### src/rtl/ftg_pkg.sv
// ftg_pkg: shared types and constants for the fft twiddle generator.
// No dependencies; imported by every ftg module and the top level.
`default_nettype none

package ftg_pkg;

  localparam int INDEX_W = 11;
  localparam int COEF_W = 16;
  localparam int LOG2_W = 4;
  localparam int CFG_ADDR_W = 1;
  localparam int CFG_DATA_W = 4;

  localparam int MAX_LOG2_SIZE_DEFAULT = 12;
  localparam logic [LOG2_W-1:0] LOG2_SIZE_RESET = 4'd10;

  // number of taylor terms after the leading one
  localparam int N_TERMS = 7;

  // pi in q2.30
  localparam logic [31:0] PI_Q30 = 32'd3373259426;
  localparam logic [30:0] ONE_Q30 = 31'h4000_0000;

  // configuration register indexes
  localparam logic [CFG_ADDR_W-1:0] CFG_LOG2_SIZE = 1'd0;
  localparam logic [CFG_ADDR_W-1:0] CFG_INVERSE = 1'd1;

  // quadrant codes of the phase
  localparam logic [1:0] QUAD_FIRST = 2'd0;
  localparam logic [1:0] QUAD_SECOND = 2'd1;
  localparam logic [1:0] QUAD_THIRD = 2'd2;
  localparam logic [1:0] QUAD_FOURTH = 2'd3;

  // one item in flight through the series pipeline
  typedef struct packed {
    logic [29:0] x2;
    logic [30:0] sin_term;
    logic [30:0] cos_term;
    logic [30:0] sin_sum;
    logic [30:0] cos_sum;
    logic        swap;
    logic [1:0]  quad;
  } ftg_work_t;

endpackage

`default_nettype wire

### src/rtl/ftg_out.sv
// ftg_out: rounding to q1.15, octant and quadrant mapping, result register.
// Depends on ftg_pkg.
`default_nettype none

module ftg_out
  import ftg_pkg::*;
(
  input  wire logic             clk,
  input  wire logic             rst,
  input  wire logic             inverse,
  input  wire logic             in_valid,
  output logic                  in_ready,
  input  wire ftg_work_t        in_work,
  output logic                  out_valid,
  input  wire logic             out_ready,
  output logic signed [COEF_W-1:0] cos_value,
  output logic signed [COEF_W-1:0] sin_value
);

  logic        en;
  logic [30:0] s0, c0;
  logic [15:0] s0_mag, c0_mag;
  logic [15:0] cos_mag, sin_mag;
  logic        cos_neg, sin_neg;

  function automatic logic [COEF_W-1:0] apply_sign(input logic [15:0] mag, input logic neg);
    logic [COEF_W-1:0] res;
    if (neg) begin
      res = COEF_W'(-mag);
    end else if (mag > 16'd32767) begin
      res = 16'h7FFF;
    end else begin
      res = COEF_W'(mag);
    end
    return res;
  endfunction

  assign en = !out_valid || out_ready;
  assign in_ready = en;

  assign s0 = in_work.swap ? in_work.cos_sum : in_work.sin_sum;
  assign c0 = in_work.swap ? in_work.sin_sum : in_work.cos_sum;

  // magnitudes stay within 2^30, so the rounded value is at most 32768
  assign s0_mag = 16'((32'(s0) + 32'd16384) >> 15);
  assign c0_mag = 16'((32'(c0) + 32'd16384) >> 15);

  always_comb begin
    case (in_work.quad)
      QUAD_FIRST: begin
        cos_mag = c0_mag; cos_neg = 1'b0;
        sin_mag = s0_mag; sin_neg = 1'b0;
      end
      QUAD_SECOND: begin
        cos_mag = s0_mag; cos_neg = 1'b1;
        sin_mag = c0_mag; sin_neg = 1'b0;
      end
      QUAD_THIRD: begin
        cos_mag = c0_mag; cos_neg = 1'b1;
        sin_mag = s0_mag; sin_neg = 1'b1;
      end
      default: begin
        cos_mag = s0_mag; cos_neg = 1'b0;
        sin_mag = c0_mag; sin_neg = 1'b1;
      end
    endcase
  end

  always_ff @(posedge clk) begin
    if (rst) begin
      out_valid <= 1'b0;
    end else if (en) begin
      out_valid <= in_valid;
    end
  end

  always_ff @(posedge clk) begin
    if (en) begin
      cos_value <= apply_sign(cos_mag, cos_neg);
      sin_value <= apply_sign(sin_mag, sin_neg ^ inverse);
    end
  end

endmodule

`default_nettype wire
### config.mk
export PLATFORM = sky130hd
export DESIGN_NAME = ftg_out
export DESIGN_NICKNAME = d
export VERILOG_FILES = /design/src/rtl/ftg_pkg.sv /design/src/rtl/ftg_out.sv
export SDC_FILE = /design/constraint.sdc
export NUM_CORES = 1
export LEC_CHECK = 0
export ABC_AREA = 1
export BUFFER_PORTS_ARGS = -buffer_cell sky130_fd_sc_hd__buf_2
export CAP_MARGIN = 10
export CORE_MARGIN = 5
export CORE_UTILIZATION = 53
export DETAILED_ROUTE_END_ITERATION = 10
export PLACE_DENSITY = 0.88
export SLEW_MARGIN = 25
export SYNTH_ARGS = -nofsm -noshare
export SYNTH_HDL_FRONTEND = slang
export SYNTH_SLANG_ARGS = --single-unit
### constraint.sdc
create_clock -name clk -period 6 [get_ports clk]
set_input_delay 0 -clock clk [delete_from_list [all_inputs] [get_ports clk]]
set_output_delay 0 -clock clk [all_outputs]
set_load 0.01 [all_outputs]
After elaboration in Yosys (flattened, before gate mapping)
Index checks and enable logic that the tools add are counted.
- flip-flop bits (word level): 33
- input bits: 162
- output and inout port bits: 34
- word-level logic and storage cells: 28
- $add $sub $neg: 4
- order comparisons: 2
- equal/unequal tests: 2
- mux-type cells: 10
- bitwise gates (word level): 1
- reduce and logical (&&, ||, !) cells: 6
- operators by type and width (kind ; count):
    2-to-1 mux 16 bit ; 6
    adder 31 x 15 -> 31 bit, second input constant ; 2
    2-to-1 mux 31 bit ; 2
    > comparator 16 x 15 -> 1 bit, second input constant ; 2
    negation 16 bit ; 2
    OR reduction 2 bit ; 3
    equality test 2 x 1 -> 1 bit, second input constant ; 1
    equality test 2 bit, second input constant ; 1
    zero test 2 bit ; 1
    2-to-1 mux 1 bit ; 2
    zero test 1 bit ; 1
    logical OR 1 bit ; 1
    XOR 1 bit ; 1

Depth between registers and ports, before layout
- word-level depth: 6
- depth in mapped cells: 21
- gate-level depth less buffers: 19

Worst setup path before layout
No wires, ideal clock.
- path kind: input -> register
- from: input in_work[2] (netlist bit)
- to: register sin_value[14], data pin
- setup time: 0.253 ns
- arrival time: 1.930 ns
- data required time: 5.747 ns
- slack: 3.818 ns
- stages: 18
- buffers on the path: 2
- cell sequence: buf_6 > inv_8 > buf_8 > nand2_1 > nand2_2 > ha_1 > or2_1 > nand3_1 > nand2_1 > inv_1 > ha_1 > nand3_1 > nor2_1 > nand3_1 > nor2_2 > nand3_1 > nand3_1 > nand2_1
- longest elaborated chain between the ends: 6
- elaborated cells on any way between the ends: 9
- classes of those cells: 3 x add/sub; 1 x order compare; 5 x mux
- RTL lines (element ; line ; source):
    start, declared ; ftg_out.sv:13 ; input wire ftg_work_t in_work,
    2-to-1 mux 31 bit (on tied branches) ; ftg_out.sv:42, ftg_out.sv:41 ;
    adder 31 x 15 -> 31 bit (on tied branches) ; ftg_out.sv:46, ftg_out.sv:45 ;
    2-to-1 mux 16 bit (*) ; ftg_out.sv:49 ; case (in_work.quad)
    > comparator 16 x 15 -> 1 bit ; ftg_out.sv:30 ; end else if (mag > 16'd32767) begin
    2-to-1 mux 16 bit ; ftg_out.sv:30 ;
    2-to-1 mux 16 bit (*) ; ftg_out.sv:28 ; if (neg) begin
    end signal, assigned ; ftg_out.sv:80 ; sin_value <= apply_sign(sin_mag, sin_neg ^ inverse);
    end, declared ; ftg_out.sv:17 ; output logic signed [COEF_W-1:0] sin_value
Mark *: on every way between the ends. The rest lies on a longest branch, timed or not.
A chain may end at the register's enable or synchronous reset.

Worst setup path after layout
- from: input in_work[0] (netlist bit)
- to: register sin_value[12], data pin
- longest elaborated chain between the ends: 6
- elaborated cells on any way between the ends: 12
- classes of those cells: 1 x add/sub; 1 x order compare; 2 x eq/ne; 4 x mux; 1 x bitwise; 3 x reduce/logical
- RTL lines (element ; line):
    equality test 2 bit / zero test 2 bit (equally long branches) ; ftg_out.sv:49
    OR reduction 2 bit (no line) ; --
    2-to-1 mux 16 bit ; ftg_out.sv:49
    > comparator 16 x 15 -> 1 bit ; ftg_out.sv:30
    2-to-1 mux 16 bit ; ftg_out.sv:30
    2-to-1 mux 16 bit (*) ; ftg_out.sv:28
Marked as above.

==> summary.md <==
| Metric | Value |
|---|---|
| Status | complete, no violations |
| Clk_lat worst skew | 0.28 ns |
| Main synth FF type | edfxtp_1 |
| Multiplexer area fraction after synthesis | 0 |
| Peak VDD IR | 0.0836 mV |
| Drt pass-1 iters | 6 |
| Number of flops mapped to enable cells by yosys | 32 |
| Avg WL per Cell | 11.6 um |
| Crit share post-route | 0.550 |
| Clock skew | 0.00206 ns |
| First-pass GRT wire length | between 15 and 20 mm |
| Root Driver | clkbuf_8 |
| Initial Util | 0.540 |
| Xor-xnor portion of the synthesized cell area | 0.00399 |
| Share of layout cells above drive strength 1 | 0.231 |
| Largest family of logic cells by synthesized area | simple AND/OR/NAND/NOR gates |
| PD cells | 182 nW/um^2 |
| Synthesized cell area | 4390 um^2 |
| Final nets | around 950 |
| Post-Syn Instances | 719 |
| H-tree Lvls | 2 |
| Flops & latches, synth | 33 |
| Time the worst path needs with I/O delays and setup | approximately 3.3 ns |
| DRC Markers | 0 |
| RSZ-0062 raised after global routing | false |
| Complex-gate fraction of the synthesized area | 0.0624 |
| Final hold vios | 0 |
| Rows | 33 |
| Gate power share | 0.464 |
| Sink Count | 33 |
| Port bufs | 75 |
| Routed vias | 4602 |
| Vias per cell | a little over 5 |
| Post-Synth Simple-Gate Area | 0.570 |
| Leakage | 2.47 nW |
| Final hold slack | 0.335 ns |
| Aggregate global routing overflow | 0 |
| Slew HR | 0.350 |
| Measured slew at the worst slew-check pin | 0.974 ns |
| Vias in the first global route | 3853 |
| Sw power | 352 uW |
| Die Footprint | 10200 um^2 |
| Int Pwr | about 530 uW |
| Worst-path clk slew | 0.06 ns |
| Total track usage | 0.203 |
| Synth top cells by count | nand2_1 (263), nand3_1 (109), inv_1 (75) |
| Worst setup SP type | primary input |
| Syn nets | 890 |
| Seq/Total Area, Yosys | 0.223 |
| Max Freq | roughly 0.30 GHz |
| Starting DRT DRC Count | ~290 |
| Max-Cap Viols | 0 |
| Post-DP HPWL | 8.40 mm |
| Asr flop ratio synth | 0 |
| Critical Path Sink Type | flop |
| Ports | around 200 |
| Syn Area/Cell | 6.10 um^2 |
| Sw frac | 0.400 |
| Post-synthesis adder-cell area fraction | 0.0257 |
| Chip width | 101 um |
| ANT cells | 0 |
| Clock buffer depth | 2 |
| CTS tree | yes |
| PostCTS Resize Cnt | 0 |
| Max Slew Vio Count | 0 |
| Count leader, synth | nand2_1 |
| Antenna-violating nets left | 0 |
| Required @ worst endpoint | around 6 ns |
| RePlAce Congestion | ~0.93 |
| Power share of the clock group | 0.176 |
| Placeable Area | 8130 um^2 |
| Num CTS Buffers | 5 |
| Hold WC Path Type | primary input to flop |
| CP Max Fanout | 38 |
| Yosys top cell by area | nand2_1 |
| Initial antenna violation count | 0 |
| Largest net degree at the start of global routing | 61 |
| YS warnings | 0 |
| Sequential share of power | 0.360 |
| Die H | 101 um |
| Total Wirelength | roughly 10 mm |
| Final setup TNS | 0 ns |
| Class of the most critical setup path | primary input to flop |
| Worst EP arrival | 3.31 ns |
| Synth cell types | 36 |
| Area grow syn2layout | 9.98% |
| Final setup violation count | 0 |
| Area contributors post-synth | nand2_1 (22%), edfxtp_1 (22%), nand3_1 (12%) |
| Top cell type's share of synthesized area | 0.225 |
per-layer routing:
metal  share of wire  global-route usage
met1            0.46               0.291
met2            0.43               0.325
met3           0.090              0.0187
met4           0.019              0.0603
met5               0                   0
flip-flops by register name (all words and copies together), names as in the netlist:
name	cells
sin_value	16
out_valid	1
cos_value	16
critical path, stage by stage:
cell	delay (ns)
buf_2	0.09
inv_1	0.05
ha_1	0.22
nor2_2	0.10
buf_4	0.34
clkinv_1	0.86
nand3_1	0.39
nand2_1	0.11
inv_1	0.09
ha_1	0.19
nand3_1	0.09
nor2_1	0.15
nand3_1	0.20
nor2_2	0.19
nand2_1	0.07
nand2_1	0.07
o21ai_0	0.10
power groups by stage:
stage          Sequential [mW]  Clock (mW)  Combinational [mW]
2_1_floorplan            0.351           0               0.274
3_3_place_gp             0.322           0               0.397
3_5_place_dp             0.323           0               0.404
4_1_cts                  0.318       0.157               0.406
5_1_grt                  0.322       0.169               0.458
6_report                 0.317       0.155               0.409
cell usage in the layout, fill, tap and decap left out, drive strengths merged, types with 2 or more instances in the layout:
cell type,synthesis,final
nor2,69,69
a21oi,5,5
clkbuf,2,6
o21ai,43,43
or2,5,5
buf,21,78
ha,9,9
nand4,12,12
nand3b,5,5
dlygate4sd3,0,2
clkinv,1,3
nand2,314,314
nand3,116,116
inv,78,78
edfxtp,32,32
final cells by class:
| cell class | instances | area [um^2] |
|---|---|---|
| fillers | 804 | 3310 |
| multi-input cells | 584 | 2910 |
| flip-flops and latches | 33 | 981 |
| repair buffers | 80 | 418 |
| inverters | 79 | 304 |
| well taps | 105 | 131 |
| clock buffers | 6 | 72.6 |
| clock inverters | 2 | 10.0 |
path summary, 6_finish.rpt:
| check | slack (ns) | endpoint | start | depth (start not counted) |
|---|---|---|---|---|
| worst max-delay path | 2.70 | sin_value[12] | in_work[0] | 17 |
| worst min-delay path | 0.34 | sin_value[14] | inverse | 6 |
| worst max register to register | 4.49 | out_valid | out_valid | 4 |
| worst min register to register | 0.84 | sin_value[9] | out_valid | 2 |
cells by family after synthesis:
kind of cell | after synthesis
xor gates and xnor gates | 2
buffers and inverters | 102
and+or+nand+nor | 523
adders and majority gates | 9
DFF | 33
AOI/OAI and AO/OA | 50
what timing repair did:
item | 4_1_cts | 5_1_grt
hold buffers | 2 | 0
endpoints found under the setup margin | 0 | 0
setup buffers | 0 | 0
hold endpoints to repair | 1 | 0
through the flow:
step / instances / setup slack, ns / power, mW / utilization / area [um^2]
floorplan: 719 / 3.82 / 0.625 / - / 4390
global placement: 879 / 2.45 / 0.719 / 0.581 / 4720
detailed placement: 879 / 2.43 / 0.726 / 0.581 / 4720
CTS: 889 / 2.70 / 0.881 / 0.593 / 4830
global route: 889 / 2.34 / 0.949 / 0.593 / 4830
finish: 889 / 2.70 / 0.881 / 0.593 / 4830
(Power assumes the default switching activity.)
